### src/rtl/bitmap_set_engine_core_assert.svh
// Assertion macros shared by the bitmap set engine RTL.
// Depends on nothing; included by the modules that carry assertions.
`ifndef BITMAP_SET_ENGINE_CORE_ASSERT_SVH
`define BITMAP_SET_ENGINE_CORE_ASSERT_SVH

// Whenever the antecedent holds, the consequent must hold in the same cycle.
`define BSE_ASSERT_SAME(name, clk, rst, pre, post, msg) \
   name: assert property (@(posedge clk) disable iff (rst) (pre) |-> (post)) \
      else $error(msg);

// Whenever the antecedent holds, the consequent must hold in the next cycle.
`define BSE_ASSERT_NEXT(name, clk, rst, pre, post, msg) \
   name: assert property (@(posedge clk) disable iff (rst) (pre) |=> (post)) \
      else $error(msg);

`endif

### src/rtl/bse_pkg.sv
// Shared types, codes and helper functions of the bitmap set engine.
// Used by the controller, the datapath and the top level; depends on nothing.
`timescale 1ns / 1ps
`default_nettype none

package bse_pkg;

   localparam int SET_BITS_DEFAULT = 1024;
   localparam int WORD_BITS        = 32;

   typedef enum logic [2:0] {
      KIND_FILL    = 3'd0,
      KIND_TEST    = 3'd1,
      KIND_SET     = 3'd2,
      KIND_CLEAR   = 3'd3,
      KIND_COMBINE = 3'd4,
      KIND_COMPARE = 3'd5,
      KIND_FIND    = 3'd6
   } kind_type;

   typedef enum logic [2:0] {
      OP_AND     = 3'd0,
      OP_OR      = 3'd1,
      OP_AND_NOT = 3'd2,
      OP_XOR     = 3'd3,
      OP_NOT     = 3'd4
   } op_type;

   // Commands from the controller to the datapath.
   typedef struct packed {
      logic capture;
      logic sweep_wr;
      logic scan_rd;
      logic finish_eval;
      logic finish_scan;
      logic finish_zero;
   } cmd_type;

   // Status from the datapath to the controller.
   typedef struct packed {
      logic sweep_last;
      logic scan_empty;
      logic word_nonzero;
   } status_type;

   // Position of the most significant set bit; zero for an all-zero word.
   function automatic logic [4:0] lead_one(input logic [WORD_BITS-1:0] value);
      logic [4:0] pos;
      pos = '0;
      for (int i = 0; i < WORD_BITS; i++) begin
         if (value[i]) begin
            pos = 5'(i);
         end
      end
      return pos;
   endfunction

endpackage

`default_nettype wire

### src/rtl/bse_ram.sv
// Generic single-write, single-read RAM with a registered read port.
// Depends on nothing; holds the bitmap words of the set engine.
`timescale 1ns / 1ps
`default_nettype none

module bse_ram #(
   parameter int WIDTH = 32,
   parameter int DEPTH = 32,
   localparam int ADDR_W = (DEPTH > 1) ? $clog2(DEPTH) : 1
) (
   input  wire logic              clock,
   input  wire logic              wr_en,
   input  wire logic [ADDR_W-1:0] wr_addr,
   input  wire logic [WIDTH-1:0]  wr_data,
   input  wire logic              rd_en,
   input  wire logic [ADDR_W-1:0] rd_addr,
   output logic      [WIDTH-1:0]  rd_data
);

   logic [WIDTH-1:0] mem_ff [DEPTH];
   logic [WIDTH-1:0] rd_data_ff;

   always_ff @(posedge clock) begin
      if (wr_en) begin
         mem_ff[wr_addr] <= wr_data;
      end
      if (rd_en) begin
         rd_data_ff <= mem_ff[rd_addr];
      end
   end

   assign rd_data = rd_data_ff;

endmodule

`default_nettype wire

### src/rtl/bse_datapath.sv
// Datapath of the bitmap set engine: item registers, word store, word
// operations, scan pointer and result registers. Depends on bse_pkg, bse_ram.
`timescale 1ns / 1ps
`default_nettype none
`include "bitmap_set_engine_core_assert.svh"

module bse_datapath #(
   parameter int SET_BITS = bse_pkg::SET_BITS_DEFAULT
) (
   input  wire logic                   clock,
   input  wire logic                   reset,
   input  wire bse_pkg::cmd_type       cmd,
   output bse_pkg::status_type         status,
   input  wire logic [2:0]             req_kind,
   input  wire logic [9:0]             req_bit_index,
   input  wire logic [4:0]             req_word_index,
   input  wire logic [2:0]             req_combine_op,
   input  wire logic [31:0]            req_other_word,
   input  wire logic                   req_fill_ones,
   input  wire logic                   csr_we,
   input  wire logic [10:0]            csr_set_size,
   output logic                        rsp_bit_value,
   output logic                        rsp_in_range,
   output logic [31:0]                 rsp_word_out,
   output logic                        rsp_words_equal,
   output logic                        rsp_found,
   output logic [9:0]                  rsp_highest_index
);

   localparam int WB        = bse_pkg::WORD_BITS;
   localparam int NUM_WORDS = SET_BITS / bse_pkg::WORD_BITS;
   localparam int AW        = (NUM_WORDS > 1) ? $clog2(NUM_WORDS) : 1;
   localparam int CW        = AW + 1;

   // Configuration register.
   logic [10:0] set_size_ff;
   logic [10:0] eff_size;
   logic [6:0]  active_full;
   logic [CW-1:0] active_words;

   // Item registers.
   bse_pkg::kind_type kind_ff;
   bse_pkg::op_type   op_ff;
   logic [4:0]        bit_lo_ff;
   logic [AW-1:0]     addr_ff;
   logic [WB-1:0]     other_ff;
   logic              in_range_ff;
   logic              word_ok_ff;
   logic              fill_ff, fill_in;
   logic [CW-1:0]     ptr_ff, ptr_in;

   // Store ports.
   logic          wr_en;
   logic [AW-1:0] wr_addr;
   logic [WB-1:0] wr_data;
   logic          rd_en;
   logic [AW-1:0] rd_addr;
   logic [WB-1:0] rd_data;
   logic [AW-1:0] req_addr;

   // Word operation results.
   logic [WB-1:0] mask;
   logic [WB-1:0] new_word;
   logic          eval_wr;
   logic          ev_bit;
   logic          ev_range;
   logic [WB-1:0] ev_word;
   logic          ev_equal;

   // Result registers.
   logic          bit_value_ff;
   logic          in_range_out_ff;
   logic [WB-1:0] word_out_ff;
   logic          words_equal_ff;
   logic          found_ff;
   logic [9:0]    highest_ff;

   always_comb begin
      if (32'(set_size_ff) > 32'(SET_BITS)) begin
         eff_size = 11'(SET_BITS);
      end else begin
         eff_size = set_size_ff;
      end
   end

   // Words that hold at least one member, rounded up.
   assign active_full  = {1'b0, eff_size[10:5]} + 7'(|eff_size[4:0]);
   assign active_words = CW'(active_full);

   always_ff @(posedge clock) begin
      if (reset) begin
         set_size_ff <= '0;
      end else if (csr_we) begin
         set_size_ff <= csr_set_size;
      end
   end

   always_comb begin
      if (req_kind == bse_pkg::KIND_COMBINE || req_kind == bse_pkg::KIND_COMPARE) begin
         req_addr = AW'(req_word_index);
      end else begin
         req_addr = AW'(req_bit_index[9:5]);
      end
   end

   // The pointer counts up during a fill and down while scanning.
   always_comb begin
      ptr_in  = ptr_ff;
      fill_in = fill_ff;
      if (cmd.capture) begin
         fill_in = req_fill_ones;
         if (req_kind == bse_pkg::KIND_FIND) begin
            ptr_in = active_words;
         end else begin
            ptr_in = '0;
         end
      end else if (cmd.sweep_wr) begin
         ptr_in = ptr_ff + CW'(1);
      end else if (cmd.scan_rd) begin
         ptr_in = ptr_ff - CW'(1);
      end
   end

   always_ff @(posedge clock) begin
      if (reset) begin
         ptr_ff  <= '0;
         fill_ff <= 1'b0;
      end else begin
         ptr_ff  <= ptr_in;
         fill_ff <= fill_in;
      end
   end

   always_ff @(posedge clock) begin
      if (cmd.capture) begin
         kind_ff     <= bse_pkg::kind_type'(req_kind);
         op_ff       <= bse_pkg::op_type'(req_combine_op);
         bit_lo_ff   <= req_bit_index[4:0];
         addr_ff     <= req_addr;
         other_ff    <= req_other_word;
         in_range_ff <= 32'(req_bit_index) < 32'(eff_size);
         word_ok_ff  <= 32'(req_word_index) < 32'(NUM_WORDS);
      end
   end

   always_comb begin
      mask     = WB'(1) << bit_lo_ff;
      new_word = rd_data;
      eval_wr  = 1'b0;
      ev_bit   = 1'b0;
      ev_range = 1'b0;
      ev_word  = '0;
      ev_equal = 1'b0;
      case (kind_ff)
         bse_pkg::KIND_TEST: begin
            ev_range = in_range_ff;
            ev_bit   = in_range_ff & (|(rd_data & mask));
         end
         bse_pkg::KIND_SET: begin
            ev_range = in_range_ff;
            new_word = rd_data | mask;
            eval_wr  = in_range_ff;
         end
         bse_pkg::KIND_CLEAR: begin
            ev_range = in_range_ff;
            new_word = rd_data & ~mask;
            eval_wr  = in_range_ff;
         end
         bse_pkg::KIND_COMBINE: begin
            case (op_ff)
               bse_pkg::OP_AND:     new_word = rd_data & other_ff;
               bse_pkg::OP_OR:      new_word = rd_data | other_ff;
               bse_pkg::OP_AND_NOT: new_word = rd_data & ~other_ff;
               bse_pkg::OP_XOR:     new_word = rd_data ^ other_ff;
               bse_pkg::OP_NOT:     new_word = ~rd_data;
               default:             new_word = rd_data;
            endcase
            eval_wr = word_ok_ff;
            ev_word = word_ok_ff ? new_word : '0;
         end
         bse_pkg::KIND_COMPARE: begin
            ev_equal = word_ok_ff & (rd_data == other_ff);
         end
         default: begin
            new_word = rd_data;
         end
      endcase
   end

   assign wr_en   = cmd.sweep_wr | (cmd.finish_eval & eval_wr);
   assign wr_addr = cmd.sweep_wr ? AW'(ptr_ff) : addr_ff;
   assign wr_data = cmd.sweep_wr ? {WB{fill_ff}} : new_word;
   assign rd_en   = cmd.capture | cmd.scan_rd;
   assign rd_addr = cmd.scan_rd ? AW'(ptr_ff - CW'(1)) : req_addr;

   bse_ram #(
      .WIDTH (WB),
      .DEPTH (NUM_WORDS)
   ) u_words (
      .clock   (clock),
      .wr_en   (wr_en),
      .wr_addr (wr_addr),
      .wr_data (wr_data),
      .rd_en   (rd_en),
      .rd_addr (rd_addr),
      .rd_data (rd_data)
   );

   assign status.sweep_last   = (ptr_ff == CW'(NUM_WORDS - 1));
   assign status.scan_empty   = (ptr_ff == '0);
   assign status.word_nonzero = |rd_data;

   always_ff @(posedge clock) begin
      if (cmd.finish_eval) begin
         bit_value_ff    <= ev_bit;
         in_range_out_ff <= ev_range;
         word_out_ff     <= ev_word;
         words_equal_ff  <= ev_equal;
         found_ff        <= 1'b0;
         highest_ff      <= '0;
      end else if (cmd.finish_scan) begin
         bit_value_ff    <= 1'b0;
         in_range_out_ff <= 1'b0;
         word_out_ff     <= '0;
         words_equal_ff  <= 1'b0;
         found_ff        <= 1'b1;
         highest_ff      <= 10'({ptr_ff, bse_pkg::lead_one(rd_data)});
      end else if (cmd.finish_zero) begin
         bit_value_ff    <= 1'b0;
         in_range_out_ff <= 1'b0;
         word_out_ff     <= '0;
         words_equal_ff  <= 1'b0;
         found_ff        <= 1'b0;
         highest_ff      <= '0;
      end
   end

   assign rsp_bit_value     = bit_value_ff;
   assign rsp_in_range      = in_range_out_ff;
   assign rsp_word_out      = word_out_ff;
   assign rsp_words_equal   = words_equal_ff;
   assign rsp_found         = found_ff;
   assign rsp_highest_index = highest_ff;

   `BSE_ASSERT_SAME(a_no_rw_overlap, clock, reset, wr_en, !rd_en,
      "store read and write issued in the same cycle")
   `BSE_ASSERT_SAME(a_scan_hit_nonzero, clock, reset, cmd.finish_scan, status.word_nonzero,
      "scan reported a hit on an empty word")
   `BSE_ASSERT_NEXT(a_ptr_bounded, clock, reset, cmd.capture, 32'(ptr_ff) <= 32'(NUM_WORDS),
      "word pointer loaded beyond the store")

endmodule

`default_nettype wire

### src/rtl/bse_ctrl.sv
// Controller of the bitmap set engine: sequences sweeps, word operations and
// scans, and owns the handshakes. Depends on bse_pkg.
`timescale 1ns / 1ps
`default_nettype none
`include "bitmap_set_engine_core_assert.svh"

module bse_ctrl (
   input  wire logic                clock,
   input  wire logic                reset,
   input  wire logic                req_valid,
   output logic                     req_stall,
   input  wire logic [2:0]          req_kind,
   output logic                     rsp_valid,
   input  wire logic                rsp_stall,
   output bse_pkg::cmd_type         cmd,
   input  wire bse_pkg::status_type status
);

   typedef enum logic [5:0] {
      ST_SWEEP     = 6'b000001,
      ST_IDLE      = 6'b000010,
      ST_EVAL      = 6'b000100,
      ST_SCAN_RD   = 6'b001000,
      ST_SCAN_CHK  = 6'b010000,
      ST_ZERO_DONE = 6'b100000
   } state_type;

   state_type state_ff, state_in;
   logic      reply_ff, reply_in;
   logic      rsp_valid_ff, rsp_valid_in;
   logic      out_free;
   logic      finish;

   // The result register can be loaded if it is empty or drains this cycle.
   assign out_free  = !rsp_valid_ff || !rsp_stall;
   assign req_stall = (state_ff != ST_IDLE);

   always_comb begin
      state_in = state_ff;
      reply_in = reply_ff;
      cmd      = '0;
      case (state_ff)
         ST_SWEEP: begin
            cmd.sweep_wr = 1'b1;
            if (status.sweep_last) begin
               state_in = reply_ff ? ST_ZERO_DONE : ST_IDLE;
            end
         end
         ST_IDLE: begin
            if (req_valid) begin
               cmd.capture = 1'b1;
               case (req_kind)
                  bse_pkg::KIND_FILL: begin
                     reply_in = 1'b1;
                     state_in = ST_SWEEP;
                  end
                  bse_pkg::KIND_TEST,
                  bse_pkg::KIND_SET,
                  bse_pkg::KIND_CLEAR,
                  bse_pkg::KIND_COMBINE,
                  bse_pkg::KIND_COMPARE: state_in = ST_EVAL;
                  bse_pkg::KIND_FIND:    state_in = ST_SCAN_RD;
                  default:               state_in = ST_ZERO_DONE;
               endcase
            end
         end
         ST_EVAL: begin
            if (out_free) begin
               cmd.finish_eval = 1'b1;
               state_in        = ST_IDLE;
            end
         end
         ST_SCAN_RD: begin
            if (status.scan_empty) begin
               state_in = ST_ZERO_DONE;
            end else begin
               cmd.scan_rd = 1'b1;
               state_in    = ST_SCAN_CHK;
            end
         end
         ST_SCAN_CHK: begin
            if (!status.word_nonzero) begin
               state_in = ST_SCAN_RD;
            end else if (out_free) begin
               cmd.finish_scan = 1'b1;
               state_in        = ST_IDLE;
            end
         end
         ST_ZERO_DONE: begin
            if (out_free) begin
               cmd.finish_zero = 1'b1;
               state_in        = ST_IDLE;
            end
         end
         default: begin
            state_in = ST_IDLE;
         end
      endcase
   end

   assign finish       = cmd.finish_eval | cmd.finish_scan | cmd.finish_zero;
   assign rsp_valid_in = finish | (rsp_valid_ff & rsp_stall);

   // After reset the store is swept to zero without producing a result.
   always_ff @(posedge clock) begin
      if (reset) begin
         state_ff     <= ST_SWEEP;
         reply_ff     <= 1'b0;
         rsp_valid_ff <= 1'b0;
      end else begin
         state_ff     <= state_in;
         reply_ff     <= reply_in;
         rsp_valid_ff <= rsp_valid_in;
      end
   end

   assign rsp_valid = rsp_valid_ff;

   `BSE_ASSERT_SAME(a_finish_needs_slot, clock, reset, finish, out_free,
      "result loaded while the previous one is still held")
   `BSE_ASSERT_SAME(a_rsp_from_finish, clock, reset, $rose(rsp_valid_ff),
      $past(state_ff == ST_EVAL || state_ff == ST_SCAN_CHK || state_ff == ST_ZERO_DONE),
      "result raised outside a finishing state")
   `BSE_ASSERT_NEXT(a_sweep_ends, clock, reset,
      (state_ff == ST_SWEEP) && status.sweep_last, state_ff != ST_SWEEP,
      "sweep continued past the last word")

endmodule

`default_nettype wire

### src/rtl/bitmap_set_engine_core.sv
// Bitmap set engine. Test, set, clear, combine and compare: the item is
// captured in idle, evaluated in the eval state and its result registered;
// the next item is taken once the engine is back in idle. Find highest scans
// words downwards, one store read per word. Fill: one store write per word.
// Reset (synchronous): a clearing pass over all words zeroes the store,
// req_stall stays high meanwhile; configuration writes are always taken.
`timescale 1ns / 1ps
`default_nettype none

module bitmap_set_engine_core #(
   parameter int SET_BITS = bse_pkg::SET_BITS_DEFAULT
) (
   input  wire logic        clock,
   input  wire logic        reset,
   input  wire logic        req_valid,
   output logic             req_stall,
   input  wire logic [2:0]  req_kind,
   input  wire logic [9:0]  req_bit_index,
   input  wire logic [4:0]  req_word_index,
   input  wire logic [2:0]  req_combine_op,
   input  wire logic [31:0] req_other_word,
   input  wire logic        req_fill_ones,
   output logic             rsp_valid,
   input  wire logic        rsp_stall,
   output logic             rsp_bit_value,
   output logic             rsp_in_range,
   output logic [31:0]      rsp_word_out,
   output logic             rsp_words_equal,
   output logic             rsp_found,
   output logic [9:0]       rsp_highest_index,
   input  wire logic        csr_valid,
   output logic             csr_ready,
   input  wire logic [10:0] csr_set_size
);

   bse_pkg::cmd_type    cmd;
   bse_pkg::status_type status;
   logic                csr_we;

   assign csr_ready = 1'b1;
   assign csr_we    = csr_valid & csr_ready;

   bse_ctrl u_ctrl (
      .clock     (clock),
      .reset     (reset),
      .req_valid (req_valid),
      .req_stall (req_stall),
      .req_kind  (req_kind),
      .rsp_valid (rsp_valid),
      .rsp_stall (rsp_stall),
      .cmd       (cmd),
      .status    (status)
   );

   bse_datapath #(
      .SET_BITS (SET_BITS)
   ) u_datapath (
      .clock             (clock),
      .reset             (reset),
      .cmd               (cmd),
      .status            (status),
      .req_kind          (req_kind),
      .req_bit_index     (req_bit_index),
      .req_word_index    (req_word_index),
      .req_combine_op    (req_combine_op),
      .req_other_word    (req_other_word),
      .req_fill_ones     (req_fill_ones),
      .csr_we            (csr_we),
      .csr_set_size      (csr_set_size),
      .rsp_bit_value     (rsp_bit_value),
      .rsp_in_range      (rsp_in_range),
      .rsp_word_out      (rsp_word_out),
      .rsp_words_equal   (rsp_words_equal),
      .rsp_found         (rsp_found),
      .rsp_highest_index (rsp_highest_index)
   );

endmodule

`default_nettype wire
### config.mk
export PLATFORM = sky130hd
export DESIGN_NAME = bitmap_set_engine_core
export DESIGN_NICKNAME = d
export VERILOG_FILES = /design/src/rtl/bse_pkg.sv /design/src/rtl/bse_ram.sv /design/src/rtl/bse_datapath.sv /design/src/rtl/bse_ctrl.sv /design/src/rtl/bitmap_set_engine_core.sv
export VERILOG_INCLUDE_DIRS = /design/src /design/src/rtl
export SDC_FILE = /design/constraint.sdc
export NUM_CORES = 2
export LEC_CHECK = 0
export BUFFER_PORTS_ARGS = -buffer_cell sky130_fd_sc_hd__buf_2
export CORE_UTILIZATION = 50
export CTS_CLUSTER_DIAMETER = 40
export DETAILED_ROUTE_END_ITERATION = 12
export MAX_ROUTING_LAYER = met4
export PLACE_DENSITY = 0.62
export SYNTH_ARGS = -nofsm -noshare
export SYNTH_HDL_FRONTEND = slang
export SYNTH_SLANG_ARGS = --single-unit
### constraint.sdc
create_clock -name clock -period 6.9 [get_ports clock]
set_input_delay 0.69 -clock clock [delete_from_list [all_inputs] [get_ports clock]]
set_output_delay 0.69 -clock clock [all_outputs]
set_load 0.05 [all_outputs]
# Word level (Yosys, flattened, before mapping)
# Memories as Yosys holds them, arrays and structs flattened. A register that Yosys moved wholly into a read port is not among the register bits.
# Cells that the tools add are included.
dict set report op_classes {
  eq_ne 26
  n_reduce_logical 19
  add_sub_neg 3
  bitwise 18
  muxes 78
  n_shift 1
  magnitude_cmp 2
}
# op count
set ops {}
lappend ops {{32-bit two-way mux} 5}
lappend ops {{32-bit case mux with 5 select lines} 1}
lappend ops {{32-bit AND} 4}
lappend ops {{32-bit NOT} 3}
lappend ops {{32-bit case mux with 3 select lines} 1}
lappend ops {{5-bit two-way mux} 19}
lappend ops {{32-bit OR} 2}
lappend ops {{32-bit OR reduction} 2}
lappend ops {{6-bit two-way mux} 10}
lappend ops {{32-bit equality test} 1}
lappend ops {{4-bit two-way mux} 8}
lappend ops {{1-bit by 5-bit left shift with 32-bit output (first input constant)} 1}
lappend ops {{32-bit XOR} 1}
lappend ops {{6-bit case mux with 5 select lines} 1}
lappend ops {{1-bit two-way mux} 22}
lappend ops {{10-bit two-way mux} 2}
lappend ops {{3-bit by 2-bit equality test with 1-bit output (second input constant)} 6}
lappend ops {{3-bit equality test (second input constant)} 6}
lappend ops {{6-bit case mux with 3 select lines} 1}
lappend ops {{6-bit by 5-bit equality test with 1-bit output (second input constant)} 2}
lappend ops {{3-bit two-way mux} 4}
lappend ops {{11-bit > comparator (second input constant)} 1}
lappend ops {{10-bit by 11-bit less-than comparator with 1-bit output} 1}
lappend ops {{11-bit two-way mux} 1}
lappend ops {{other kinds (26)} 42}
dict set report word_totals {
  inputBits 70
  n_memories 1
  wordCells 166
  mem_bits_rw 1024
  ff_bits 121
}
# memory words word_bits read_ports rd_clocked_by_memory_dff write_ports line_no
set memory_table {}
lappend memory_table {u_datapath.u_words.mem_ff 32 32 1 1 1 bse_ram.sv:20} ;# logic [WIDTH-1:0] mem_ff [DEPTH];

# Depth between registers and ports, before layout
dict set report logic_depth {
  depth_word 32
  mapped_depth 13
}

# Cells and area by module
# Synthesis repeated with hierarchy kept, for this count alone.
dict set report hier_totals {
  hier_cells 3448
  area_unflattened_um2 50619.8
}
# mod area_each_um2 instances cells_each
set by_module_without_submodules {}
lappend by_module_without_submodules {bse_ram 40812.9 1 2260}
lappend by_module_without_submodules {bse_datapath 9202.6 1 1110}
lappend by_module_without_submodules {bse_ctrl 593.1 1 76}
lappend by_module_without_submodules {bitmap_set_engine_core 11.3 1 2}

# Worst setup path before layout
# OpenSTA, ideal clock, no wires.
dict set report synth_timing {
  kind {register to register}
  start {register u_ctrl.state_ff[2]}
  end {memory u_datapath.u_words.mem_ff[12][0], enable pin}
  path_slack_ns 3.127
  setup_ns 0.421
  t_required_ns 6.479
  stages_incl_launch_ff 9
  arrival_time_ns 3.352
  path_cell_list {dfxtp_1 clkbuf_1 nor3_1 nand3_1 nor2_1 clkbuf_1 a31oi_1 or2_2 nor2_1}
}
dict set report synth_between {
  elab_chain_cells 6
  elab_cells_between_ends 9
  cone_classes {eq/ne (2); mux (5); bitwise (2)}
}
# element line_no
set synth_lines {}
lappend synth_lines {{start: declaration} bse_ctrl.sv:28} ;# state_type state_ff, state_in;
lappend synth_lines {{start signal: assignment} bse_ctrl.sv:111} ;# state_ff <= state_in;
lappend synth_lines {{6-bit by 3-bit equality test with 1-bit output} bse_ctrl.sv:42} ;# case (state_ff)
lappend synth_lines {{1-bit two-way mux} bse_ctrl.sv:42}
lappend synth_lines {{1-bit AND} bse_datapath.sv:190} ;# assign wr_en = cmd.sweep_wr | (cmd.finish_eval & eval_wr);
lappend synth_lines {{1-bit OR} bse_datapath.sv:190}
lappend synth_lines {{1-bit two-way mux} bse_ram.sv:24} ;# if (wr_en) begin
lappend synth_lines {{1-bit two-way mux (implied by the code)} bse_ram.sv:25} ;# mem_ff[wr_addr] <= wr_data;
lappend synth_lines {{end: declaration} bse_ram.sv:20}
# Several ways; a longest one is shown, not always the timed one.

# Worst setup path in the final report
dict set report layout_timing {
  start {register u_datapath.ptr_ff[2]}
  end {register u_datapath.u_words.rd_data_ff[16] (netlist: u_datapath.u_words.rd_data[16]), read port of u_datapath.u_words.mem_ff, data pin}
}
dict set report layout_between {
  elab_chain_cells 4
  elab_cells_between_ends 6
  cone_classes {add/sub (1); mux (3); bitwise (1); reduce/logical (1)}
}
# element line_no
set layout_lines {}
lappend layout_lines {{start: declaration} bse_datapath.sv:50} ;# logic [CW-1:0] ptr_ff, ptr_in;
lappend layout_lines {{start signal: assignment} bse_datapath.sv:129} ;# ptr_ff <= ptr_in;
lappend layout_lines {{parallel branches: the longest is 4 deep, another holds 6-bit by 1-bit subtractor with 6-bit output} n/a}
lappend layout_lines {{end: declaration} bse_ram.sv:21} ;# logic [WIDTH-1:0] rd_data_ff;
# Parallel ways; which one is timed is not known.
# A chain may end at the register's enable or synchronous reset.

==> flow_summary.yaml <==
critical_path:
  r2r_setup_slack_ns: 2.24
  worstRegToRegCells: 9
  arrival_ns: 5.22
  worstReg2RegStart: "u_datapath.ptr_ff[2]$_SDFFE_PP0P_"
  setup.worst_path.start_class: "flip-flop"
  reg2reg_to: "u_datapath.u_words.rd_data[16]$_DFFE_PP_"
  cp.required_ns: 7.46
  cp_max_fo: 142
  critical_path_class: "flip-flop to flip-flop"
  endpoint: "u_datapath.u_words.rd_data[16]$_DFFE_PP_"
  critPathLaunch: "u_datapath.ptr_ff[2]$_SDFFE_PP0P_"
  endpoint_kind: "flip-flop"
power:
  p_leak_uw: 0.02097
  power_density_nw_per_um2: 344.7
  irDropWorstVdd_mv: 0.2275
hold_path:
  whs_path_depth: 1
  hold_class: "primary input to flip-flop"
final_layout:
  diodes: 0
  fin_util: 0.5843
  nNetsFinal: 4414
  area_delta_synth_final_pct: 15.37
  layout-drive-gt1-share: 0.1259
  n_fill_cell: 7832
yosys:
  synthCells: 4212
  yosys_warnings: 0
  netlist-cell-type-count: 65
  synthArstFlopShare: 0
  synth_top_cell_area_share: 0.6838
  yosysMostFrequentCell: "edfxtp_1"
  synth_seq_cells: 1177
  ys_seq_area_frac: 0.6986
  avgSynthCellArea_um2: 11.89
  syn-cell-area_um2: 50070
  synth_edf_count: 1140
  ys.flop_type: "edfxtp_1"
  synthTopCellsByArea: "edfxtp_1, nand2_1, nand3_1"
  synth_area_leader_cell: "edfxtp_1"
  syn_nets: 4328
  synth_common_cells: "edfxtp_1, nand2_1, nand3_1"
drt:
  vias: 34920
  ant_nets: 0
  met3_length_mm: 13.63
  vias_per_cell: 6.114
  dr_wl_met2_mm: 66.94
  drc_errors: 0
  drt_iter0_markers: 4282
  drt-total-wl_mm: 147.4
  firstDrtPassIters: 6
  top_layer_used: "met4"
  wl_per_cell_um: 25.81
  met1Wirelength_mm: 62.00
sta:
  timing.slew.headroom: 0.1096
  clock_skew_ns: 0.05020
  finalCritPeriodShare: 0.6752
  period_needed_ns: 4.659
  holdWs_ns: 0.1112
  setup_tns_ns: 0
  drv_slew: 0
  maxClockFrequency_mhz: 214.6
  grt_setup_unrepaired: "false"
  setup_viol_count_final: 0
  hold_violations: 0
  tightest_slew_ns: 1.334
die:
  die_y_um: 318.4
  rows: 115
  initial_core_util: 0.5065
  dieArea_um2: 101400
  die_w_um: 318.4
  coreArea_um2: 98850
  ios: 119
run_status:
  outcome: "complete, no violations"
cts:
  post_cts_buffers: 0
  ctsResizeCount: 0
  cts.clk_slew.worst_paths_ns: 0.06
  numCtsBuffers: 153
  cts_tree: "built"
  clock_latency_ns: 0.77
  clock-sinks: 1177
  ctsRootBufferMaster: "clkbuf_16"
  htreeDepth: 4
  clockBufferDepth: 3
  postCtsHoldBufs: 0
global_routing:
  grt_first_pass_wirelength_mm: 217.6
  gr-total-overflow: 0
  grt_pass1_vias: 32790
  antenna_found_initial: 3
  grt_max_degree: 143
  gr-usage-all-layers: 0.2977
placement:
  gp_congestion: 0.9763
  place.port_buffers: 117
  dp_hpwl_mm: 83.84
flow_run:
  drv_cap: 0
## final cells by class
type / instances / area, µm² / area share
flip-flops and latches: 1177 / 34970 / 0.6055
clock inverters: 113 / 1453 / 0.02515
clock buffers: 168 / 3885 / 0.06726
inverters: 87 / 326.6 / 0.005654
repair buffers: 219 / 1476 / 0.02556
multi-input cells: 2660 / 14030 / 0.2430
well taps: 1287 / 1610 / 0.02788
## report_power, final
part | switching, µW | internal (µW) | leakage [µW] | total (µW)
registers | 150 | 8950 | 0.0108 | 9100
clock network | 3190 | 5010 | 0.00257 | 8200
logic | 2050 | 568 | 0.00755 | 2620
total | 5380 | 14500 | 0.0210 | 19900
## critical path: stages (launching register included)
cell and delay [ns]:
dfxtp_1 0.45, nor4_1 0.58, a211o_1 0.67, mux2i_4 0.84
buf_12 0.45, nand2_1 0.11, nand3_1 0.13, a21oi_1 0.08
or4_1 0.68, nor3_1 0.20
## registers in the layout (all words and copies together) (netlist names)
register,cells
u_datapath.rsp_highest_index,10
u_ctrl.rsp_valid,1
u_datapath.fill_ff,1
u_datapath.rsp_word_out,32
u_datapath.rsp_words_equal,1
u_datapath.in_range_ff,1
u_datapath.bit_lo_ff,5
u_datapath.other_ff,32
u_datapath.u_words.rd_data,32
u_datapath.ptr_ff,6
u_ctrl.reply_ff,1
u_datapath.kind_ff,3
u_datapath.op_ff,3
u_datapath.set_size_ff,11
u_ctrl.state_ff,6
u_datapath.u_words.mem_ff,1024
u_datapath.rsp_found,1
u_datapath.addr_ff,5
u_datapath.rsp_bit_value,1
u_datapath.rsp_in_range,1
## how the worst min path moves through the flow
| stage | from | to | slack [ns] |
|---|---|---|---|
| after detailed placement | u_ctrl.reply_ff$_SDFFE_PP0P_ | u_ctrl.reply_ff$_SDFFE_PP0P_ | 0.46 |
| after floorplan | u_ctrl.reply_ff$_SDFFE_PP0P_ | u_ctrl.reply_ff$_SDFFE_PP0P_ | 0.44 |
| after global routing | req_other_word[22] | u_datapath.other_ff[22]$_DFFE_PP_ | 0.07 |
| after CTS | req_other_word[22] | u_datapath.other_ff[22]$_DFFE_PP_ | 0.06 |
| final | req_other_word[13] | u_datapath.other_ff[13]$_DFFE_PP_ | 0.11 |
| after global placement | u_ctrl.reply_ff$_SDFFE_PP0P_ | u_ctrl.reply_ff$_SDFFE_PP0P_ | 0.46 |
## logic make-up after synthesis
family                   count (synthesis)  share of synthesized area
AND/OR/NAND/NOR                       1934                     0.1691
flip-flops                            1177                     0.6986
AO/OA/AOI/OAI                          616                    0.07725
buffers and inverters                  375                    0.03054
multiplexers                            55                    0.01157
adder cells (fa/ha/maj)                 46                    0.01150
XOR/XNOR                                 8                   0.001400
other                                    1                 0.00007490
## per-stage QoR
stage | area, µm² | worst slack, ns | instances | total power [µW]
final | 57760 | 2.241 | 5711 | 19910
after detailed placement | 52410 | 2.358 | 5430 | 11820
after global placement | 52400 | 2.379 | 5430 | 11780
after floorplan | 50070 | 3.127 | 4212 | 10620
after global routing | 57760 | 1.994 | 5711 | 20510
after CTS | 57750 | 2.345 | 5711 | 19980
## metal layers
| metal | GRT usage | up-vias |
|---|---|---|
| li1 | - | 15570 |
| met1 | 0.4159 | 17190 |
| met2 | 0.4403 | 1844 |
| met3 | 0.05170 | 311 |
| met4 | 0.1061 | 0 |
| met5 | - | - |
## layout by cell type, fill, tap and decap left out, types with 50 or more instances in the layout
cell       count
o22ai_1       71
buf_4         92
a31oi_1      134
buf_2        117
nand2_1     1118
clkbuf_16    153
nand3_1      298
edfxtp_1    1140
nor2_1       124
o21ai_0       59
inv_1         86
a21oi_1      191
nor3_1        54
and3_1       132
mux2i_1       50
Note: power is estimated with default switching activity, not from simulation.
